`src/design/rhks_pkg.sv`:
```
package rhks_pkg;

   // Sizes of the schedule and of the transaction fields
   localparam int NUM_SEGMENTS = 5;
   localparam int TEMP_W       = 13;
   localparam int ELAPSED_W    = 16;
   localparam int WORD_W       = 44;
   localparam int RATE_W       = 18;
   localparam int TARGET_W     = 14;
   localparam int MINUTES_W    = 12;
   localparam int HOLD_W       = 28;
   localparam int SEG_W        = 3;
   localparam int COUNT_W      = 3;
   localparam int CSR_INDEX_W  = 3;

   // Register indexes on the csr port
   localparam logic [CSR_INDEX_W-1:0] CSR_SEGMENT_COUNT  = 3'd0;
   localparam logic [CSR_INDEX_W-1:0] CSR_SEGMENT_WORD_0 = 3'd1;
   localparam logic [CSR_INDEX_W-1:0] CSR_SEGMENT_WORD_4 = 3'd5;

   // Input commands
   localparam logic CMD_START  = 1'b0;
   localparam logic CMD_SAMPLE = 1'b1;

   // Run phase codes, as reported in phase_now
   typedef enum logic [1:0] {
      PHASE_IDLE = 2'd0,
      PHASE_RAMP = 2'd1,
      PHASE_HOLD = 2'd2
   } phase_type;

   typedef struct packed {
      logic                 command;
      logic [TEMP_W-1:0]    temperature_q2;
      logic [ELAPSED_W-1:0] elapsed_ms;
   } req_type;

   typedef struct packed {
      logic             relay_on;
      logic [1:0]       phase_now;
      logic [SEG_W-1:0] segment_now;
      logic             run_done;
   } rsp_type;

endpackage

```
`src/design/ramp_hold_kiln_sequencer.sv`:
```
// Ramp and hold heater sequencer, one result transaction per input transaction.
// The ramp rate test multiplies rate by elapsed time one bit per cycle,
// and segment skipping walks one segment per cycle.
// One transaction at a time; the next is taken once the result is registered.
// Reset (synchronous): idle, segment 0, relay open, count 5, segment words zero.
module ramp_hold_kiln_sequencer (
   input  logic                                clock,
   input  logic                                reset,
   input  logic                                csr_write,
   input  logic [rhks_pkg::CSR_INDEX_W-1:0]    csr_index,
   input  logic [rhks_pkg::WORD_W-1:0]         csr_data,
   input  logic                                req_valid,
   output logic                                req_stall,
   input  rhks_pkg::req_type                   req_data,
   output logic                                rsp_valid,
   input  logic                                rsp_stall,
   output rhks_pkg::rsp_type                   rsp_data
);
   import rhks_pkg::*;

   typedef enum logic [2:0] {
      ST_IDLE,
      ST_MUL,
      ST_RAMP,
      ST_WALK,
      ST_OUT
   } state_type;

   localparam int ACC_W = RATE_W + ELAPSED_W;
   localparam int LHS_W = ACC_W + 3;
   localparam logic signed [LHS_W-1:0] MS_PER_HOUR  = LHS_W'(3600000);
   localparam logic [HOLD_W-1:0]       MS_PER_MINUTE = HOLD_W'(60000);
   localparam logic [3:0]              MUL_LAST = 4'(ELAPSED_W - 1);

   // Configuration storage
   logic [COUNT_W-1:0]  count_ff;
   logic [WORD_W-1:0]   seg_word_ff [NUM_SEGMENTS];

   // Sequencer state
   state_type           state_ff, state_in;
   phase_type           phase_ff, phase_in;
   logic [SEG_W-1:0]    seg_ff, seg_in;
   logic [TEMP_W-1:0]   prev_ff, prev_in;
   logic [HOLD_W-1:0]   hold_ff, hold_in;
   logic                relay_ff, relay_in;
   logic                done_ff, done_in;

   // Per-transaction working registers
   logic [TEMP_W-1:0]       t_ff, t_in;
   logic signed [TEMP_W:0]  diff_ff, diff_in;
   logic [ELAPSED_W-1:0]    el_sr_ff, el_sr_in;
   logic signed [ACC_W-1:0] acc_ff, acc_in;
   logic signed [LHS_W-1:0] lhs_ff, lhs_in;
   logic [3:0]              mul_cnt_ff, mul_cnt_in;
   logic [SEG_W-1:0]        walk_ff, walk_in;
   logic                    with_ramp_ff, with_ramp_in;
   logic                    rsp_valid_ff, rsp_valid_in;
   rsp_type                 rsp_data_ff, rsp_data_in;

   // Fields of the selected segment word
   logic [SEG_W-1:0]          rd_idx;
   logic [WORD_W-1:0]         word_sel;
   logic signed [RATE_W-1:0]  rate_sel;
   logic [TARGET_W+1:0]       tq_sel;
   logic [MINUTES_W-1:0]      min_sel;
   logic [HOLD_W-1:0]         hold_ms_sel;
   logic [TEMP_W-1:0]         t_cur;
   logic [TARGET_W+1:0]       t_cmp;
   logic                      pending_sel;
   logic [COUNT_W-1:0]        n_used;
   logic [HOLD_W-1:0]         el_ext;
   logic [HOLD_W-1:0]         hold_dec;
   logic signed [LHS_W-1:0]   rhs;
   logic                      req_fire;

   assign req_fire  = req_valid && !req_stall;
   assign req_stall = (state_ff != ST_IDLE);
   assign rsp_valid = rsp_valid_ff;
   assign rsp_data  = rsp_data_ff;

   // Select one segment word: the walk pointer while skipping, else the active segment
   assign rd_idx   = (state_ff == ST_WALK) ? walk_ff : seg_ff;
   assign word_sel = (rd_idx < SEG_W'(NUM_SEGMENTS)) ? seg_word_ff[rd_idx] : '0;
   assign rate_sel = $signed(word_sel[43:26]);
   assign tq_sel   = {word_sel[25:12], 2'b00};
   assign min_sel  = word_sel[11:0];
   assign hold_ms_sel = {{(HOLD_W-MINUTES_W){1'b0}}, min_sel} * MS_PER_MINUTE;

   // Ramp is still pending when the target lies ahead in the rate's direction
   assign t_cur = (state_ff == ST_IDLE) ? req_data.temperature_q2 : t_ff;
   assign t_cmp = {{(TARGET_W+2-TEMP_W){1'b0}}, t_cur};
   assign pending_sel = (!rate_sel[RATE_W-1] && (rate_sel != '0) && (t_cmp < tq_sel))
                     || (rate_sel[RATE_W-1] && (t_cmp > tq_sel));

   // Clamp the segment count into 1..NUM_SEGMENTS
   always_comb begin
      if (count_ff == '0) begin
         n_used = COUNT_W'(1);
      end else if (count_ff > COUNT_W'(NUM_SEGMENTS)) begin
         n_used = COUNT_W'(NUM_SEGMENTS);
      end else begin
         n_used = count_ff;
      end
   end

   // Saturating hold countdown
   assign el_ext   = {{(HOLD_W-ELAPSED_W){1'b0}}, req_data.elapsed_ms};
   assign hold_dec = (hold_ff > el_ext) ? (hold_ff - el_ext) : '0;

   // Right side of the rate test: rate * 4 * elapsed
   assign rhs = {{(LHS_W-ACC_W-2){acc_ff[ACC_W-1]}}, acc_ff, 2'b00};

   // Configuration writes
   always_ff @(posedge clock) begin
      if (reset) begin
         count_ff <= COUNT_W'(NUM_SEGMENTS);
         for (int i = 0; i < NUM_SEGMENTS; i++) begin
            seg_word_ff[i] <= '0;
         end
      end else if (csr_write) begin
         if (csr_index == CSR_SEGMENT_COUNT) begin
            count_ff <= csr_data[COUNT_W-1:0];
         end else if (csr_index >= CSR_SEGMENT_WORD_0 && csr_index <= CSR_SEGMENT_WORD_4) begin
            seg_word_ff[csr_index - CSR_SEGMENT_WORD_0] <= csr_data;
         end
      end
   end

   // Sequencer next state
   always_comb begin
      state_in     = state_ff;
      phase_in     = phase_ff;
      seg_in       = seg_ff;
      prev_in      = prev_ff;
      hold_in      = hold_ff;
      relay_in     = relay_ff;
      done_in      = done_ff;
      t_in         = t_ff;
      diff_in      = diff_ff;
      el_sr_in     = el_sr_ff;
      acc_in       = acc_ff;
      lhs_in       = lhs_ff;
      mul_cnt_in   = mul_cnt_ff;
      walk_in      = walk_ff;
      with_ramp_in = with_ramp_ff;
      rsp_valid_in = rsp_valid_ff;
      rsp_data_in  = rsp_data_ff;

      // Drop the result once it is taken
      if (rsp_valid_ff && !rsp_stall) begin
         rsp_valid_in = 1'b0;
      end

      case (state_ff)
         ST_IDLE: begin
            if (req_fire) begin
               t_in     = req_data.temperature_q2;
               diff_in  = $signed({1'b0, req_data.temperature_q2}) - $signed({1'b0, prev_ff});
               prev_in  = req_data.temperature_q2;
               el_sr_in = req_data.elapsed_ms;
               done_in  = 1'b0;
               if (req_data.command == CMD_START) begin
                  relay_in     = 1'b0;
                  walk_in      = '0;
                  with_ramp_in = 1'b1;
                  state_in     = ST_WALK;
               end else begin
                  case (phase_ff)
                     PHASE_RAMP: begin
                        acc_in     = '0;
                        mul_cnt_in = '0;
                        state_in   = ST_MUL;
                     end
                     PHASE_HOLD: begin
                        relay_in = (t_cmp <= tq_sel);
                        hold_in  = hold_dec;
                        if (hold_dec == '0) begin
                           walk_in      = seg_ff + SEG_W'(1);
                           with_ramp_in = 1'b1;
                           state_in     = ST_WALK;
                        end else begin
                           state_in = ST_OUT;
                        end
                     end
                     default: begin
                        phase_in = PHASE_IDLE;
                        relay_in = 1'b0;
                        state_in = ST_OUT;
                     end
                  endcase
               end
            end
         end

         // Shift-add rate * elapsed, elapsed bits MSB first
         ST_MUL: begin
            acc_in = (acc_ff <<< 1)
                   + (el_sr_ff[ELAPSED_W-1] ? ACC_W'(rate_sel) : ACC_W'(0));
            el_sr_in = el_sr_ff << 1;
            lhs_in   = LHS_W'(diff_ff) * MS_PER_HOUR;
            mul_cnt_in = mul_cnt_ff + 4'd1;
            if (mul_cnt_ff == MUL_LAST) begin
               state_in = ST_RAMP;
            end
         end

         // Decide the relay and whether the ramp has reached its target
         ST_RAMP: begin
            relay_in = (lhs_ff <= rhs);
            if (!pending_sel) begin
               walk_in      = seg_ff;
               with_ramp_in = 1'b0;
               state_in     = ST_WALK;
            end else begin
               state_in = ST_OUT;
            end
         end

         // Advance one segment per cycle until one has work left or the schedule ends
         ST_WALK: begin
            if (walk_ff >= n_used) begin
               seg_in   = n_used - COUNT_W'(1);
               phase_in = PHASE_IDLE;
               hold_in  = '0;
               relay_in = 1'b0;
               done_in  = 1'b1;
               state_in = ST_OUT;
            end else if (with_ramp_ff && pending_sel) begin
               seg_in   = walk_ff;
               phase_in = PHASE_RAMP;
               state_in = ST_OUT;
            end else if (hold_ms_sel != '0) begin
               seg_in   = walk_ff;
               phase_in = PHASE_HOLD;
               hold_in  = hold_ms_sel;
               state_in = ST_OUT;
            end else begin
               walk_in      = walk_ff + SEG_W'(1);
               with_ramp_in = 1'b1;
            end
         end

         // Hand the result to the output register once it is free
         ST_OUT: begin
            if (!rsp_valid_ff || !rsp_stall) begin
               rsp_data_in.relay_on    = relay_ff;
               rsp_data_in.phase_now   = phase_ff;
               rsp_data_in.segment_now = seg_ff;
               rsp_data_in.run_done    = done_ff;
               rsp_valid_in = 1'b1;
               state_in     = ST_IDLE;
            end
         end

         default: begin
            state_in = ST_IDLE;
         end
      endcase
   end

   // Hold state and working registers
   always_ff @(posedge clock) begin
      if (reset) begin
         state_ff     <= ST_IDLE;
         phase_ff     <= PHASE_IDLE;
         seg_ff       <= '0;
         prev_ff      <= '0;
         hold_ff      <= '0;
         relay_ff     <= 1'b0;
         done_ff      <= 1'b0;
         rsp_valid_ff <= 1'b0;
         mul_cnt_ff   <= '0;
         walk_ff      <= '0;
         with_ramp_ff <= 1'b0;
      end else begin
         state_ff     <= state_in;
         phase_ff     <= phase_in;
         seg_ff       <= seg_in;
         prev_ff      <= prev_in;
         hold_ff      <= hold_in;
         relay_ff     <= relay_in;
         done_ff      <= done_in;
         rsp_valid_ff <= rsp_valid_in;
         mul_cnt_ff   <= mul_cnt_in;
         walk_ff      <= walk_in;
         with_ramp_ff <= with_ramp_in;
      end
      t_ff        <= t_in;
      diff_ff     <= diff_in;
      el_sr_ff    <= el_sr_in;
      acc_ff      <= acc_in;
      lhs_ff      <= lhs_in;
      rsp_data_ff <= rsp_data_in;
   end

endmodule

```
`config.mk`:
```
export PLATFORM = sky130hd
export DESIGN_NAME = ramp_hold_kiln_sequencer
export DESIGN_NICKNAME = d
export VERILOG_FILES = /design/src/design/rhks_pkg.sv /design/src/design/ramp_hold_kiln_sequencer.sv
export SDC_FILE = /design/constraint.sdc
export NUM_CORES = 1
export LEC_CHECK = 0
export ABC_AREA = 1
export BUFFER_PORTS_ARGS = -buffer_cell sky130_fd_sc_hd__buf_2
export CAP_MARGIN = 30
export CELL_PAD_IN_SITES_DETAIL_PLACEMENT = 0
export CELL_PAD_IN_SITES_GLOBAL_PLACEMENT = 1
export CORE_MARGIN = 5
export CORE_UTILIZATION = 35
export DETAILED_ROUTE_END_ITERATION = 12
export PLACE_DENSITY = 0.72
export SYNTH_ARGS = -nofsm -noshare
export SYNTH_HDL_FRONTEND = slang
export SYNTH_SLANG_ARGS = --single-unit
```
`constraint.sdc`:
```
create_clock -name clock -period 9.7 [get_ports clock]
set_input_delay 1.455 -clock clock [delete_from_list [all_inputs] [get_ports clock]]
set_output_delay 1.455 -clock clock [all_outputs]
set_load 0.005 [all_outputs]
```
Word-level counts from Yosys, hierarchy flattened

Memories as Yosys holds them, arrays and structs flattened.
Index checks and enable logic that the tools add are counted.

Bits in registers: 177
Memory bits (writable): 220
Logic and storage cells: 189
Memories kept: 1
Output and inout bits: 9
Bits of input ports: 82

Memory list:

| memory      | depth | bits a word | rd ports | clocked after Yosys merged registers in | wr ports | RTL line                       | RTL |
|---|---|---|---|---|---|---|---|
| seg_word_ff | 5     | 44          | 1        | 0                                       | 5        | ramp_hold_kiln_sequencer.sv:37 | `logic [WORD_W-1:0] seg_word_ff [NUM_SEGMENTS];` |

$mul: 2
Magnitude comparators: 10
Eq/ne operators: 25
$add $sub $neg: 8
Reduce and logical (&&, ||, !) cells: 38
Mux-type cells: 84

Operators by type and width:

| operator                 | number |
|---|---|
| $mux W28                 | 7 |
| $mux W34                 | 4 |
| $mux W44                 | 2 |
| $mux W3                  | 24 |
| $pmux W34 S2             | 1 |
| $pmux W28 S2             | 1 |
| $reduce_or A44 Y1        | 1 |
| $le A37 B36 Y1           | 1 |
| $add A34 B34 Y34         | 1 |
| $pmux W16 S2             | 1 |
| $mul A14 B16 Y30 const B | 1 |
| $gt A28 B16 Y1           | 1 |
| $logic_not A28 Y1        | 1 |
| $reduce_bool A28 Y1      | 1 |
| $sub A28 B16 Y28         | 1 |
| $mux W1                  | 24 |
| $mul A12 B11 Y23 const B | 1 |
| $ne A2 B2 Y1 const B     | 9 |
| $reduce_bool A18 Y1      | 1 |
| $gt A13 B16 Y1           | 1 |
| $le A13 B16 Y1           | 1 |
| $lt A13 B16 Y1           | 1 |
| $mux W16                 | 1 |
| $pmux W3 S5              | 1 |
| 42 further kinds         | 79 |

Longest topological paths before layout

Word-level depth: 12
Depth in mapped cells: 41
Mapped depth without buffers: 38

Least setup slack after synthesis

No wires, ideal clock.

Path kind: register -> register
From: reg state_ff[2]
To: reg hold_ff[25]
Path buffers: 5
Path slack: 2689 ps
Stages on the path, launching flop included: 33
Period minus slack after synthesis: 7011 ps
Required time: 9590 ps
Setup time: 110 ps
Arrival: 6901 ps
Path through: dfxtp_1 > inv_2 > nand3_2 > nand2_4 > nand2_2 > buf_6 > buf_2 > clkbuf_1 > clkbuf_1 > nor2_1 > o32ai_1 > fa_1 > inv_1 > fa_1 > fa_1 > inv_1 > ha_1 > ha_1 > ha_1 > a21oi_1 > o21ai_0 > a21oi_1 > nand2_1 > a21oi_1 > xnor2_1 > inv_1 > nand3_1 > nor2_1 > nand2_1 > clkbuf_1 > nand3_1 > nand2_1 > nor2_1

Word-level cells in the longest chain between the ends: 11
Elaborated cells on any way between the ends: 32
Those cells by class: mul: 1; order compare: 3; eq/ne: 6; mux: 7; reduce/logical: 14; memory: 1

RTL lines:

| item                                                                      | RTL line                        | RTL |
|---|---|---|
| start, declared                                                           | ramp_hold_kiln_sequencer.sv:40  | `state_type state_ff, state_in;` |
| start signal, assigned                                                    | ramp_hold_kiln_sequencer.sv:276 | `state_ff <= state_in;` |
| parallel branches: the longest is 11 deep, another holds $mul A12 B11 Y23 | --                              |  |
| end signal, assigned                                                      | ramp_hold_kiln_sequencer.sv:280 | `hold_ff <= hold_in;` |
| end, declared                                                             | ramp_hold_kiln_sequencer.sv:44  | `logic [HOLD_W-1:0] hold_ff, hold_in;` |

Several ways; the timed one is not identified. The select of a mux whose other input is x is not followed.
A chain may end at the register's enable or synchronous reset.

Worst setup path in the final report

From: reg state_ff[0]
To: reg hold_ff[3]

Same word-level chain as after synthesis.

==> qor.csv <==
metric,value,unit
status,completed,
number of flops mapped to enable cells by yosys,378,
Initial Utilization,35.4,%
overflow left after global routing,0,
Total GRT Usage,17.6,%
unrepaired setup endpoints after global routing,no,
Worst EP arrival,8.72,ns
fmax,121,MHz
routed len/inst,17.2,um
Worst Max-Slew Pin Slew,0.937,ns
TNS Setup,0,ns
syn_area_per_cell,8.57,um2
Post-CTS Hold Buffers,0,
Final Hold Viols,0,
Vias/cell,4.87,
Clock Tree Root,clkbuf_16,
Clock Tree Buf Depth,3,
row count,108,
Post-Syn Area,30800,um2
Clock Skew,0.0281,ns
nets,4170,
vias in the first global route,23800,
Yosys reg bits,441,
initial antenna violation count,1,
Ports,91,
via count,23700,
core area,87200,um2
CTS resizes,0,
Crit. End Element,flop,
Hold Crit Class,reg2reg,
clk slew on worst S/H paths,0.06,ns
WS Path Type,reg2reg,
# diodes,0,
final worst path period need,8.24,ns
post-route ant nets,0,
first-pass GRT wire length,132000,um
cts bufs inserted,51,
post-synth cell types,51,
Initial DRC Count,1416,
max incr delay on CP,0.56,ns
routability cong.,0.844,
drt drc,0,
Routed WL,83600,um
quantity of I/O buffers inserted on ports,90,
final setup violating endpoints,0,
register area share after synthesis,40.9,%
CTS tree,yes,
critical path required time,10.18,ns
Syn. warnings,0,
first-pass detailed-route iteration total,5,
ys async rst share,0,%
crit path max-delay cell type,nand2_2,
largest net degree at the start of global routing,58,
post-DP HPWL,61300,um
Max Cap Viol,0,
dominant synthesized flop cell,edfxtp_1,
htree depth,2,
slew margin rel.,37.5,%
max-slew violations,0,
die area,94100,um2
Die Height,307,um
crit start category,flop,
clock sink total,441,
layout cell share with drive strength beyond 1,6.52,%
Tcrit/Tclk final,85.0,%
Die W,307,um
maximum fanout along the worst path,39,
Syn Nets,4095,
setup repair bufs after CTS,0,
Post-Syn Instances,3598,
"Area growth, synth to finish",11.2,%
worst skew pair latency,0.63,ns
[final timing paths]
path / startpoint / slack, ns / depth (start not counted) / endpoint
worst max-delay path: state_ff[0]$_SDFFE_PP0P_ / 1.46 / 29 / hold_ff[3]$_SDFFE_PP0P_
worst max register to register: state_ff[0]$_SDFFE_PP0P_ / 1.46 / 29 / hold_ff[3]$_SDFFE_PP0P_
worst min-delay path: prev_ff[8]$_SDFFE_PP0P_ / 0.46 / 2 / prev_ff[8]$_SDFFE_PP0P_
worst min register to register: prev_ff[8]$_SDFFE_PP0P_ / 0.46 / 2 / prev_ff[8]$_SDFFE_PP0P_
[layout make-up]
cell class,instances,area (um2)
inverter,600,2250
clock inverter,38,415
timing repair buffer,119,668
sequential,441,12600
clock buffer,56,1290
multi-input combinational,2460,15600
tap,1155,1450
fill,8902,52900
[routing by layer]
metal	up-vias	track usage (%)	wire length, um
met2	434	30.7	40200
met1	11200	22.8	37100
met4	0	6.01	3020
met3	119	2.17	3290
met5	-	0	0
li1	11900	-	-
[critical path: cells and delay by family, from the launching register on]
kind,cells,cell delay [ns]
XOR/XNOR,1,0.15
flip-flops,1,0.42
buffers and inverters,4,0.40
AND/OR/NAND/NOR,13,3.16
adder cells (fa/ha/maj),6,2.86
AO/OA/AOI/OAI,5,1.08
[logic make-up after synthesis]
| group | after synthesis | share of synthesized area (%) |
|---|---|---|
| AOI/OAI and AO/OA | 506 | 9.00 |
| xor gates and xnor gates | 59 | 1.68 |
| adders and majority gates | 415 | 19.9 |
| buffers and inverters | 697 | 8.77 |
| DFF | 441 | 40.9 |
| muxes | 11 | 0.357 |
| and+or+nand+nor | 1469 | 19.4 |
[through the flow]
step | area (um2) | cells | hold slack [ns] | utilization [%] | setup slack [ns]
after floorplan | 30800 | 3598 | 0.409 | - | 2.69
after global placement | 32600 | 4775 | 0.445 | 37.4 | 1.68
after detailed placement | 32600 | 4775 | 0.453 | 37.4 | 1.46
after CTS | 34300 | 4869 | 0.461 | 39.3 | 1.45
after global routing | 34300 | 4869 | 0.476 | 39.3 | 0.765
final | 34300 | 4869 | 0.457 | 39.3 | 1.46
[cell usage after synthesis, drive strengths merged, types with 43 or more instances]
master	number	area share (%)
nand2	690	8.5
inv	598	7.3
nor2	512	6.3
edfxtp	378	37
ha	289	12
a21oi	222	3.6
nand3	190	3.1
o21ai	181	3.0
fa	126	8.2
clkbuf	67	0.82
dfxtp	63	4.1
xor2	43	1.2
[registers in the layout, summed over array words and instances, names as in the netlist, 7 cells and up]
signal	count
lhs_ff	30
el_sr_ff	16
diff_ff	14
hold_ff	28
seg_word_ff	264
prev_ff	13
acc_ff	34
t_ff	13
rsp_data	7
[placed cells by master (no fill, tap or decap), drive strengths merged, types with 3 or more instances in the layout]
master / count
a211oi: 6
a21o: 6
a21oi: 222
a31oi: 7
a32o: 4
and2: 3
buf: 119
bufinv: 5
clkbuf: 56
clkinv: 25
clkinvlp: 4
dfxtp: 63
edfxtp: 378
fa: 126
ha: 289
inv: 604
mux2i: 11
nand2: 690
nand3: 190
nand3b: 7
nand4: 30
nor2: 512
nor3: 27
o211ai: 7
o21a: 24
o21ai: 181
o21bai: 7
o22ai: 27
o32ai: 4
or2: 4
xnor2: 16
xor2: 43
Power is not shown: default switching activity piles up to over one toggle a cycle in this logic, so the estimate is an artifact.
